==> src/rtl/core/median_weighted_sample_filter_defines.svh <==
// Assertion helpers shared by the filter modules.
`ifndef MEDIAN_WEIGHTED_SAMPLE_FILTER_DEFINES_SVH
`define MEDIAN_WEIGHTED_SAMPLE_FILTER_DEFINES_SVH

// Condition holds at every edge outside reset.
`define MWSF_ASSERT_ALWAYS(label, cond, msg) \
   label: assert property (@(posedge clock) disable iff (reset) (cond)) else $error(msg);

// Consequence holds in the same cycle as the trigger.
`define MWSF_ASSERT_SAME(label, ante, cons, msg) \
   label: assert property (@(posedge clock) disable iff (reset) (ante) |-> (cons)) \
      else $error(msg);

// Consequence holds in the cycle after the trigger.
`define MWSF_ASSERT_NEXT(label, ante, cons, msg) \
   label: assert property (@(posedge clock) disable iff (reset) (ante) |=> (cons)) \
      else $error(msg);

`endif

==> src/rtl/core/mwsf_pkg.sv <==
package mwsf_pkg;

   localparam int SAMPLE_BITS    = 12;
   localparam int CSR_BITS       = 12;
   localparam int CSR_INDEX_BITS = 2;
   localparam int WIDE_BITS      = (SAMPLE_BITS > CSR_BITS) ? SAMPLE_BITS : CSR_BITS;

   localparam int MED_DEPTH      = 3;
   localparam int MED_COUNT_BITS = $clog2(MED_DEPTH);
   localparam int AVG_DEPTH      = 4;
   localparam int AVG_COUNT_BITS = $clog2(AVG_DEPTH);

   // oldest first
   localparam int AVG_WEIGHTS [AVG_DEPTH] = '{1, 2, 3, 4};
   localparam int WEIGHT_TOTAL = AVG_WEIGHTS[0] + AVG_WEIGHTS[1] + AVG_WEIGHTS[2]
                                 + AVG_WEIGHTS[3];

   localparam int SUM_BITS  = SAMPLE_BITS + $clog2(WEIGHT_TOTAL);
   // floor(x / total) = (x * DIV_MULT) >> DIV_SHIFT for every x below 2**SUM_BITS
   localparam int DIV_SHIFT = SUM_BITS + 3;
   localparam int DIV_MULT  = (2 ** DIV_SHIFT + WEIGHT_TOTAL - 1) / WEIGHT_TOTAL;
   localparam int PROD_BITS = 2 * SUM_BITS;

   typedef logic [SAMPLE_BITS-1:0]    sample_type;
   typedef logic [CSR_BITS-1:0]       csr_type;
   typedef logic [CSR_INDEX_BITS-1:0] csr_index_type;
   typedef logic [WIDE_BITS-1:0]      wide_type;
   typedef logic [SUM_BITS-1:0]       sum_type;
   typedef logic [PROD_BITS-1:0]      prod_type;
   typedef logic [MED_COUNT_BITS-1:0] med_count_type;
   typedef logic [AVG_COUNT_BITS-1:0] avg_count_type;

   localparam csr_index_type CSR_CLAMP_LOW  = csr_index_type'(0);
   localparam csr_index_type CSR_CLAMP_HIGH = csr_index_type'(1);

   localparam csr_type CLAMP_LOW_RESET  = '0;
   localparam csr_type CLAMP_HIGH_RESET = '1;

   localparam med_count_type MED_LAST = med_count_type'(MED_DEPTH - 1);
   localparam avg_count_type AVG_LAST = avg_count_type'(AVG_DEPTH - 1);

   typedef struct packed {
      csr_type clamp_low;
      csr_type clamp_high;
   } clamp_cfg_type;

   // taps[0] is the newest entry
   typedef struct packed {
      logic                                  full;
      logic [AVG_DEPTH-1:0][SAMPLE_BITS-1:0] taps;
   } avg_snap_type;

endpackage

==> src/rtl/core/mwsf_window.sv <==
`include "median_weighted_sample_filter_defines.svh"

module mwsf_window (
   input  logic                       clock,
   input  logic                       reset,
   input  mwsf_pkg::clamp_cfg_type    cfg,
   input  logic                       smp_valid,
   input  mwsf_pkg::sample_type       smp_sample,
   input  logic                       smp_restart,
   output logic                       smp_ready,
   output logic                       snap_valid,
   output mwsf_pkg::avg_snap_type     snap,
   input  logic                       snap_ready
);

   logic [mwsf_pkg::MED_DEPTH-1:0][mwsf_pkg::SAMPLE_BITS-1:0] median_line_ff, median_line_in;
   logic [mwsf_pkg::AVG_DEPTH-1:0][mwsf_pkg::SAMPLE_BITS-1:0] average_line_ff, average_line_in;
   mwsf_pkg::med_count_type median_count_ff, median_count_in;
   mwsf_pkg::avg_count_type average_count_ff, average_count_in;
   logic                    median_full_ff, median_full_in;
   logic                    average_full_ff, average_full_in;
   logic                    snap_valid_ff, snap_valid_in;
   mwsf_pkg::avg_snap_type  snap_ff, snap_in;

   logic                 advance;
   logic                 take;
   mwsf_pkg::sample_type clamped;
   mwsf_pkg::sample_type med_lo;
   mwsf_pkg::sample_type med_hi;
   mwsf_pkg::sample_type med_mid;
   mwsf_pkg::sample_type med_value;

   assign advance   = !snap_valid_ff || snap_ready;
   assign take      = smp_valid && advance;
   assign smp_ready = advance;

   // low bound wins over high bound
   always_comb begin
      if (mwsf_pkg::wide_type'(smp_sample) < mwsf_pkg::wide_type'(cfg.clamp_low)) begin
         clamped = mwsf_pkg::sample_type'(cfg.clamp_low);
      end else if (mwsf_pkg::wide_type'(smp_sample) > mwsf_pkg::wide_type'(cfg.clamp_high)) begin
         clamped = mwsf_pkg::sample_type'(cfg.clamp_high);
      end else begin
         clamped = smp_sample;
      end
   end

   always_comb begin
      median_line_in   = median_line_ff;
      median_count_in  = median_count_ff;
      median_full_in   = median_full_ff;
      average_line_in  = average_line_ff;
      average_count_in = average_count_ff;
      average_full_in  = average_full_ff;
      med_lo           = '0;
      med_hi           = '0;
      med_mid          = '0;
      med_value        = clamped;
      if (take) begin
         if (smp_restart) begin
            median_line_in   = {mwsf_pkg::MED_DEPTH{smp_sample}};
            average_line_in  = {mwsf_pkg::AVG_DEPTH{smp_sample}};
            median_count_in  = '0;
            average_count_in = '0;
            median_full_in   = 1'b1;
            average_full_in  = 1'b1;
         end else begin
            median_line_in = {median_line_ff[mwsf_pkg::MED_DEPTH-2:0], clamped};
            if (median_count_ff == mwsf_pkg::MED_LAST) begin
               median_count_in = '0;
               median_full_in  = 1'b1;
            end else begin
               median_count_in = median_count_ff + 1'b1;
            end
            med_lo  = (median_line_in[0] < median_line_in[1]) ? median_line_in[0]
                                                                : median_line_in[1];
            med_hi  = (median_line_in[0] < median_line_in[1]) ? median_line_in[1]
                                                                : median_line_in[0];
            med_mid = (med_hi < median_line_in[2]) ? med_hi : median_line_in[2];
            if (median_full_in) begin
               med_value = (med_lo > med_mid) ? med_lo : med_mid;
            end
            average_line_in = {average_line_ff[mwsf_pkg::AVG_DEPTH-2:0], med_value};
            if (average_count_ff == mwsf_pkg::AVG_LAST) begin
               average_count_in = '0;
               average_full_in  = 1'b1;
            end else begin
               average_count_in = average_count_ff + 1'b1;
            end
         end
      end
   end

   always_comb begin
      snap_valid_in = advance ? smp_valid : snap_valid_ff;
      snap_in.taps  = average_line_in;
      snap_in.full  = average_full_in;
   end

   always_ff @(posedge clock) begin
      if (reset) begin
         median_count_ff  <= '0;
         average_count_ff <= '0;
         median_full_ff   <= 1'b0;
         average_full_ff  <= 1'b0;
         snap_valid_ff    <= 1'b0;
      end else begin
         median_count_ff  <= median_count_in;
         average_count_ff <= average_count_in;
         median_full_ff   <= median_full_in;
         average_full_ff  <= average_full_in;
         snap_valid_ff    <= snap_valid_in;
      end
   end

   always_ff @(posedge clock) begin
      median_line_ff  <= median_line_in;
      average_line_ff <= average_line_in;
      if (take) begin
         snap_ff <= snap_in;
      end
   end

   assign snap_valid = snap_valid_ff;
   assign snap       = snap_ff;

   `MWSF_ASSERT_ALWAYS(a_median_count_range, median_count_ff <= mwsf_pkg::MED_LAST, "median count out of range")
   `MWSF_ASSERT_SAME(a_full_order, average_full_ff, median_full_ff, "average window full before median window")
   `MWSF_ASSERT_NEXT(a_restart_fill, take && smp_restart, median_full_ff && average_full_ff && median_count_ff == '0 && average_count_ff == '0, "restart did not fill both windows")

endmodule

==> src/rtl/core/mwsf_average.sv <==
`include "median_weighted_sample_filter_defines.svh"

module mwsf_average (
   input  logic                    clock,
   input  logic                    reset,
   input  logic                    snap_valid,
   input  mwsf_pkg::avg_snap_type  snap,
   output logic                    snap_ready,
   output logic                    rsp_valid,
   input  logic                    rsp_ready,
   output mwsf_pkg::sample_type    rsp_conditioned
);

   logic                 sum_valid_ff, sum_valid_in;
   mwsf_pkg::sum_type    sum_ff, sum_in;
   logic                 rsp_valid_ff, rsp_valid_in;
   mwsf_pkg::sample_type rsp_conditioned_ff, rsp_conditioned_in;

   logic               rsp_en;
   logic               sum_en;
   mwsf_pkg::prod_type prod;

   assign rsp_en     = !rsp_valid_ff || rsp_ready;
   assign sum_en     = !sum_valid_ff || rsp_en;
   assign snap_ready = sum_en;

   // window not yet full: newest entry carries the whole weight, so it passes unchanged
   always_comb begin
      sum_in = '0;
      if (snap.full) begin
         for (int k = 0; k < mwsf_pkg::AVG_DEPTH; k++) begin
            sum_in = sum_in + mwsf_pkg::sum_type'(snap.taps[k])
                     * mwsf_pkg::sum_type'(mwsf_pkg::AVG_WEIGHTS[mwsf_pkg::AVG_DEPTH-1-k]);
         end
      end else begin
         sum_in = mwsf_pkg::sum_type'(snap.taps[0])
                  * mwsf_pkg::sum_type'(mwsf_pkg::WEIGHT_TOTAL);
      end
      sum_valid_in = sum_en ? snap_valid : sum_valid_ff;
   end

   always_comb begin
      prod               = mwsf_pkg::prod_type'(sum_ff)
                           * mwsf_pkg::prod_type'(mwsf_pkg::DIV_MULT);
      rsp_conditioned_in = prod[mwsf_pkg::DIV_SHIFT +: mwsf_pkg::SAMPLE_BITS];
      rsp_valid_in       = rsp_en ? sum_valid_ff : rsp_valid_ff;
   end

   always_ff @(posedge clock) begin
      if (reset) begin
         sum_valid_ff <= 1'b0;
         rsp_valid_ff <= 1'b0;
      end else begin
         sum_valid_ff <= sum_valid_in;
         rsp_valid_ff <= rsp_valid_in;
      end
   end

   always_ff @(posedge clock) begin
      if (sum_en) begin
         sum_ff <= sum_in;
      end
      if (rsp_en) begin
         rsp_conditioned_ff <= rsp_conditioned_in;
      end
   end

   assign rsp_valid       = rsp_valid_ff;
   assign rsp_conditioned = rsp_conditioned_ff;

   `MWSF_ASSERT_NEXT(a_sum_hold, sum_valid_ff && !sum_en, sum_valid_ff && $stable(sum_ff), "stalled sum stage changed")
   `MWSF_ASSERT_NEXT(a_quotient, rsp_en && sum_valid_ff, (mwsf_pkg::prod_type'(rsp_conditioned_ff) * mwsf_pkg::prod_type'(mwsf_pkg::WEIGHT_TOTAL) <= mwsf_pkg::prod_type'($past(sum_ff))) && (mwsf_pkg::prod_type'($past(sum_ff)) < mwsf_pkg::prod_type'(rsp_conditioned_ff) * mwsf_pkg::prod_type'(mwsf_pkg::WEIGHT_TOTAL) + mwsf_pkg::prod_type'(mwsf_pkg::WEIGHT_TOTAL)), "weighted mean quotient wrong")

endmodule

==> src/rtl/core/median_weighted_sample_filter.sv <==
// Sample conditioning filter: clamp, median of three, weighted mean of four.
// Request channel (req_valid/req_ready): one converter sample per transaction,
// with req_restart preloading both windows with that raw sample.
// Response channel (rsp_valid/rsp_ready): one conditioned value per request,
// in request order.
// Register channel (csr_valid/csr_ready): csr_index 0 writes clamp_low,
// 1 writes clamp_high, other indices are ignored; always ready. Write only
// while no request is in flight.
// A result passes through the input register, window update, weighted sum and
// divide-by-ten result register, and any of them can hold it under back-pressure.
// Throughput: one transaction per cycle while rsp_ready stays high; the window
// update is the only stateful step.
// Reset: windows empty, clamp_low 0, clamp_high 4095, all stages empty.
// Receiver stall: the result register holds; the four stages keep filling
// and req_ready falls only once all four hold a transaction.
module median_weighted_sample_filter (
   input  logic                          clock,
   input  logic                          reset,
   input  logic                          req_valid,
   output logic                          req_ready,
   input  mwsf_pkg::sample_type          req_sample,
   input  logic                          req_restart,
   output logic                          rsp_valid,
   input  logic                          rsp_ready,
   output mwsf_pkg::sample_type          rsp_conditioned,
   input  logic                          csr_valid,
   output logic                          csr_ready,
   input  mwsf_pkg::csr_index_type       csr_index,
   input  mwsf_pkg::csr_type             csr_wdata
);

   logic                    smp_valid_ff, smp_valid_in;
   mwsf_pkg::sample_type    smp_sample_ff;
   logic                    smp_restart_ff;
   mwsf_pkg::clamp_cfg_type cfg_ff, cfg_in;

   logic                   win_ready;
   logic                   snap_valid;
   mwsf_pkg::avg_snap_type snap;
   logic                   snap_ready;

   assign req_ready = !smp_valid_ff || win_ready;
   assign csr_ready = 1'b1;

   always_comb begin
      smp_valid_in = req_ready ? req_valid : smp_valid_ff;
      cfg_in       = cfg_ff;
      if (csr_valid) begin
         case (csr_index)
            mwsf_pkg::CSR_CLAMP_LOW:  cfg_in.clamp_low  = csr_wdata;
            mwsf_pkg::CSR_CLAMP_HIGH: cfg_in.clamp_high = csr_wdata;
            default:                  cfg_in            = cfg_ff;
         endcase
      end
   end

   always_ff @(posedge clock) begin
      if (reset) begin
         smp_valid_ff      <= 1'b0;
         cfg_ff.clamp_low  <= mwsf_pkg::CLAMP_LOW_RESET;
         cfg_ff.clamp_high <= mwsf_pkg::CLAMP_HIGH_RESET;
      end else begin
         smp_valid_ff <= smp_valid_in;
         cfg_ff       <= cfg_in;
      end
   end

   always_ff @(posedge clock) begin
      if (req_valid && req_ready) begin
         smp_sample_ff  <= req_sample;
         smp_restart_ff <= req_restart;
      end
   end

   mwsf_window u_window (
      .clock       (clock),
      .reset       (reset),
      .cfg         (cfg_ff),
      .smp_valid   (smp_valid_ff),
      .smp_sample  (smp_sample_ff),
      .smp_restart (smp_restart_ff),
      .smp_ready   (win_ready),
      .snap_valid  (snap_valid),
      .snap        (snap),
      .snap_ready  (snap_ready)
   );

   mwsf_average u_average (
      .clock           (clock),
      .reset           (reset),
      .snap_valid      (snap_valid),
      .snap            (snap),
      .snap_ready      (snap_ready),
      .rsp_valid       (rsp_valid),
      .rsp_ready       (rsp_ready),
      .rsp_conditioned (rsp_conditioned)
   );

endmodule

==> config.mk <==
export PLATFORM = sky130hd
export DESIGN_NAME = median_weighted_sample_filter
export DESIGN_NICKNAME = d
export VERILOG_FILES = /design/src/rtl/core/mwsf_pkg.sv /design/src/rtl/core/mwsf_window.sv /design/src/rtl/core/mwsf_average.sv /design/src/rtl/core/median_weighted_sample_filter.sv
export VERILOG_INCLUDE_DIRS = /design/src /design/src/rtl/core
export SDC_FILE = /design/constraint.sdc
export NUM_CORES = 1
export LEC_CHECK = 0
export ABC_AREA = 1
export BUFFER_PORTS_ARGS = -buffer_cell sky130_fd_sc_hd__clkbuf_2
export CAP_MARGIN = 20
export CORE_MARGIN = 4
export CORE_UTILIZATION = 50
export CTS_BUF_LIST = sky130_fd_sc_hd__clkbuf_2 sky130_fd_sc_hd__clkbuf_4 sky130_fd_sc_hd__clkbuf_8
export CTS_CLUSTER_DIAMETER = 40
export CTS_CLUSTER_SIZE = 40
export DETAILED_ROUTE_END_ITERATION = 7
export GPL_ROUTABILITY_DRIVEN = 0
export PLACE_DENSITY = 0.75
export SYNTH_ARGS = -nofsm -noshare
export SYNTH_HDL_FRONTEND = slang
export SYNTH_SLANG_ARGS = --single-unit
==> constraint.sdc <==
create_clock -name clock -period 12.2 [get_ports clock]
set_clock_uncertainty 0.2 [all_clocks]
set_input_delay 1.83 -clock clock [delete_from_list [all_inputs] [get_ports clock]]
set_output_delay 1.83 -clock clock [all_outputs]
set_load 0.02 [all_outputs]
==> run_results.csv, run 1 <==
group,metric,value,unit
logic_synthesis,synth_top_area_share,22.4,%
route,avgRoutedWirePerCell,15.1,µm
placed_design,dp_slack,4.40,ns
timing,slew_viol_final,0,
layout,final_nets,2070,
global_route,grt_max_degree,67,
route,initialDrtViolationCount,663,
layout,diodes,0,
die,row_count,63,
die,start_util,51.1,%
timing,worstMarginPinSlew,0.813,ns
logic_synthesis,ys_ff_latch,196,
route,drt_first_pass_iters,5,
timing,relSlewSlack,45.7,%
cts,clkLatencyLatePin,0.48,ns
cts,cts_tree,"done",
logic_synthesis,yosysWarnings,0,
cts,htreeDepth,4,
setup_path,crit_path_max_fanout,26,
placed_design,dp_hpwl,25900,µm
die,dieArea,0.0335,mm²
logic_synthesis,syn_area_per_cell,9.17,µm²
timing,setup_violations,0,
cts,cts_sinks,196,
die,dieWidth,183,µm
die,core-area,0.0300,mm²
layout,final_core_util,54.4,%
route,via_per_inst,5.28,
cts,clkTransAtPathRegs,0.12,ns
timing,rsz0062_at_grt,"no",
logic_synthesis,synthFlopType,"edfxtp_1",
layout,syn_to_final_growth,6.54,%
cts,clockBufferDepth,2,
status,outcome,"completed",
layout,final_area,0.0163,mm²
cts,cts_resized,0,
logic_synthesis,synth_nets,2039,
setup_path,critPathMaxStageDelay,0.51,ns
placed_design,place_area,0.0159,mm²
layout,fillers,2635,
timing,min_period_over_period,65.6,%
logic_synthesis,synth_area_leaders,"edfxtp_1 22%, ha_1 19%, fa_1 14%, dfxtp_1 11%, inv_1 8.1%",
global_route,grt_pass1_vias,11400,
logic_synthesis,synth_seq_area_share,33.1,%
min_path,min_path_type,"flip-flop to flip-flop",
logic_synthesis,synth_top_area_cell,"edfxtp_1",
timing,hold_violations,0,
cts,numCtsBuffers,17,
route,vias,11100,
global_route,grt.total_usage,19.5,%
run,cap_violations,0,
logic_synthesis,synth_edf_count,114,
setup_path,worstSetupPathType,"flip-flop to flip-flop",
timing,layout_min_cycle_time,8.01,ns
logic_synthesis,async_reset_ff_share,0,%
timing,timing.fmax,125,MHz
die,die_h,183,µm
global_route,grt_pass1_wl,53600,µm
timing,setup_tns,0,ns
logic_synthesis,ys_types,43,
global_route,antenna_found_initial,0,
logic_synthesis,postSynthCellCount,1670,
route,wl,31700,µm
logic_synthesis,synth_area,0.0153,mm²
cts,root_buffer,"clkbuf_8",
global_route,overflow,0,
cts,holdBufCountCts,0,
cts,cts_setup_buffers,0,
setup_path,cp-end-kind,"flip-flop",
setup_path,cp_slowest_cell,"edfxtp_1",
layout,drive_above_1_share,7.35,%
timing,layout_setup_ws,4.19,ns
setup_path,crit_arrival,8.14,ns
setup_path,crit_path_start_kind,"flip-flop",
setup_path,crit_required,12.33,ns
route,antenna_left,0,
die,pin_count,47,
route,drc,0,
placed_design,numPortBuffers,45,
==> cell type report <==
class / instances / area (µm²) / share of cell area (%)
Multi-Input combinational cell: 1104 / 8830 / 54.2
Sequential cell: 196 / 5060 / 31.1
Inverter: 332 / 1250 / 7.66
Tap cell: 390 / 488 / 2.99
Timing Repair Buffer: 50 / 263 / 1.61
Clock buffer: 17 / 234 / 1.43
Clock inverter: 15 / 178 / 1.09
==> cell usage after synthesis, types with 2 or more instances <==
cell	instances
o32ai_1	3
nand2_1	240
o21a_1	2
a21oi_1	146
buf_6	2
clkbuf_1	32
o211ai_1	13
mux2i_1	11
inv_1	330
o21bai_1	8
nor3_1	7
nor2_1	110
xor2_1	24
nand2_2	19
a31oi_1	5
nand4_1	8
ha_1	232
a211oi_1	5
o21ai_2	8
fa_1	105
buf_2	2
o21ai_1	2
edfxtp_1	114
o31ai_1	9
nand3_1	27
o21ai_0	91
xnor2_1	8
dfxtp_1	82
a21o_1	2
a21oi_2	10
==> metrics by stage <==
step | cells | hold WS [ns]
after floorplan | 1670 | 0.236
after detailed placement | 2072 | 0.263
after global routing | 2104 | 0.301
final | 2104 | 0.271
after CTS | 2104 | 0.280
after global placement | 2071 | 0.243
==> worst paths after layout <==
check | startpoint | end | slack, ns | cells after the start
worst max-delay path | smp_sample_ff[11] | u_window.snap[1] | 4.19 | 36
worst min register to register | u_window.average_full_ff | u_window.average_full_ff | 0.27 | 2
worst min-delay path | u_window.average_full_ff | u_window.average_full_ff | 0.27 | 2
worst max register to register | smp_sample_ff[11] | u_window.snap[1] | 4.19 | 36
==> cells in the final DEF, fill, tap and decap left out, types with 9 or more instances in the layout <==
cell type  count
a21oi_1      146
a21oi_2       10
clkbuf_2      45
clkbuf_8      17
dfxtp_1       82
edfxtp_1     114
fa_1         105
ha_1         232
inv_1        330
mux2i_1       11
nand2_1      240
nand2_2       19
nand3_1       27
nor2_1       110
o211ai_1      13
o21ai_0       91
o31ai_1        9
xor2_1        24
==> worst max-delay path, delay by kind of cell (launching register included) <==
kind | cells | cell delay, ns
AO/OA/AOI/OAI | 13 | 2.89
AND/OR/NAND/NOR | 15 | 2.24
adder cells (fa/ha/maj) | 4 | 1.27
buffers and inverters | 3 | 0.59
flip-flops | 1 | 0.51
multiplexers | 1 | 0.13
==> flip-flops by register name (all words and copies together) (netlist names), 2 cells and up <==
| signal | count |
|---|---|
| cfg_ff | 24 |
| u_window.average_count_ff | 2 |
| u_window.average_line_ff | 48 |
| u_window.median_count_ff | 2 |
| u_window.median_line_ff | 24 |
| u_window.snap | 49 |
| smp_sample_ff | 12 |
| u_average.sum_ff | 16 |
| u_average.rsp_conditioned | 12 |
==> layer usage <==
| layer | part of all wire, % | vias to the layer above | track usage, % |
|---|---|---|---|
| met1 | 42 | 5290 | 23.0 |
| li1 | - | 5513 | - |
| met4 | 2.2 | 0 | 5.21 |
| met3 | 3.7 | 50 | 3.17 |
| met2 | 52 | 249 | 36.6 |
| met5 | 0 | - | 0 |
==> cells by family after synthesis <==
| kind of cell | count (synthesis) | share of synthesized area (%) |
|---|---|---|
| AND/OR/NAND/NOR | 415 | 11.1 |
| buffers and inverters | 370 | 9.21 |
| adder cells (fa/ha/maj) | 337 | 32.7 |
| AO/OA/AOI/OAI | 308 | 11.4 |
| flip-flops | 196 | 33.1 |
| XOR/XNOR | 32 | 1.83 |
| multiplexers | 11 | 0.719 |
| other | 1 | 0.0245 |
Power of run 1 is left out: the tool's default activity adds up to more than one toggle a clock period on the data nets, which glitch-free logic cannot reach.
==> run 2, diff against run 1 <==
- PLACE_DENSITY: 0.75 -> 0.78
- clock period: 12.2 -> 7.3 ns (I/O delays scaled with it)
==> run 2 against run 1 <==
  * Cell area is 3.6% higher
  * Die area stayed put
  * Utilization is 1.9 points higher
  * Critical path depth is 3 higher
  * Flip-flop and latch count stayed put
  * Global-route usage is 0.057 points lower
  * Hold slack worse by 0.0082 ns
  * Count of clock-buffer cells in the layout is 1 higher
  * Worst setup slack worse by 4.0 ns
  * First-iteration DRC count is 0.75% lower
  * Final cell count is 1.7% higher
  * Critical path type unchanged
==> run_results.csv, run 2 (synthesis results as in run 1) <==
group,metric,value,unit
layout,syn_to_final_growth,10.3,%
route,vias,11400,
layout,fillers,2523,
timing,slew_viol_final,0,
timing,layout_min_cycle_time,7.11,ns
timing,worstMarginPinSlew,0.923,ns
layout,layout_common_cells,"329 x inv_1, 239 x nand2_1, 227 x ha_1",
cts,cts_tree,"done",
timing,setup_tns,0,ns
setup_path,crit_start,"smp_sample_ff[11]",
min_path,min_path_type,"flip-flop to flip-flop",
timing,timing.fmax,141,MHz
layout,final_nets,2105,
cts,root_buffer,"clkbuf_8",
layout,layout_commonest_cell,"inv_1",
die,dieWidth,183,µm
setup_path,crit_path_max_fanout,20,
layout,drive_above_1_share,11.1,%
global_route,overflow,0,
placed_design,dp_hpwl,25100,µm
die,dieArea,0.0335,mm²
cts,clkTransAtPathRegs,0.12,ns
run,cap_violations,0,
global_route,grt_pass1_vias,11700,
setup_path,crit_top_cell,"nand2_1",
layout,seqCellArea,0.00506,mm²
die,row_count,63,
route,wl,32900,µm
cts,clockBufferDepth,2,
min_path,holdCritStartpoint,"u_window.average_full_ff",
route,wl_met3,1350,µm
setup_path,crit_arrival,7.14,ns
cts,clkLatencyLatePin,0.49,ns
cts,numCtsBuffers,17,
setup_path,critPathMaxStageDelay,0.49,ns
setup_path,cp-end-kind,"flip-flop",
timing,setup_violations,0,
global_route,grt.total_usage,19.4,%
placed_design,numPortBuffers,45,
die,die_h,183,µm
route,wl_met2,17200,µm
cts,cts_sinks,196,
setup_path,cp_slowest_cell,"edfxtp_1",
die,pin_count,47,
route,antenna_left,0,
timing,min_period_over_period,97.4,%
route,initialDrtViolationCount,658,
die,start_util,51.1,%
route,drc,0,
layout,diodes,0,
route,avgRoutedWirePerCell,15.4,µm
route,met1_length,13300,µm
route,highest_layer,"met4",
setup_path,crit_path_start_kind,"flip-flop",
global_route,antenna_found_initial,0,
timing,hold_violations,0,
global_route,grt_pass1_wl,53600,µm
route,drt_first_pass_iters,5,
layout,multiInputGateArea,0.00914,mm²
global_route,grt_max_degree,104,
status,outcome,"completed",
setup_path,reg2reg_from,"smp_sample_ff[11]",
setup_path,crit_required,7.33,ns
timing,relSlewSlack,38.3,%
die,core-area,0.0300,mm²
route,via_per_inst,5.33,
setup_path,worstSetupPathType,"flip-flop to flip-flop",
layout,largest_reg_flops,49,
cts,htreeDepth,4,
[run 2: layer usage]
metal / global-route usage (%) / up-vias
li1: - / 5588
met1: 23.0 / 5394
met2: 36.0 / 327
met3: 2.92 / 96
met4: 6.56 / 0
met5: 0 / -
[run 2: through the flow]
step,hold slack (ns),std cells,util [%],worst slack (ns),instance area (µm²)
final,0.263,2139,56.4,0.186,16900
after global routing,0.284,2139,56.4,-0.231,16900
after CTS,0.265,2106,54.5,0.0295,16300
after detailed placement,0.249,2074,53.2,-0.0280,15900
after global placement,0.242,2074,53.2,0.288,15900
after floorplan,0.236,1670,-,0.682,15300
[run 2: critical path: cells and delay by family, from the launching register on]
kind,cells,cell delay (ns)
adders and majority gates,4,1.15
AOI/OAI and AO/OA,11,1.60
buffers and inverters,9,1.40
DFF,1,0.49
and+or+nand+nor,15,1.99
[run 2: final cells by class]
cell class	count	share of cell area [%]
Tap cell	390	2.89
Clock buffer	18	1.43
Timing Repair Buffer	79	3.10
Multi-Input combinational cell	1108	54.1
Timing Repair inverter	2	0.0593
Sequential cell	196	30.0
Clock inverter	14	0.963
Inverter	332	7.48
[run 2: repair_timing]
item                                    CTS  global route
buffers inserted                          0            26
gates resized for setup                   1            60
gates cloned                              0             6
endpoints found under the setup margin   20            24
pin swaps                                 0            17
hold buffers                              0             0
[run 2: worst paths after layout]
check / endpoint / cells after the start / slack [ns]
max reg2reg: u_window.snap[5] / 39 / 0.19
max: u_window.snap[5] / 39 / 0.19
min reg2reg: u_window.average_full_ff / 2 / 0.26
min: u_window.average_full_ff / 2 / 0.26
Power of run 2 is left out for the same reason.
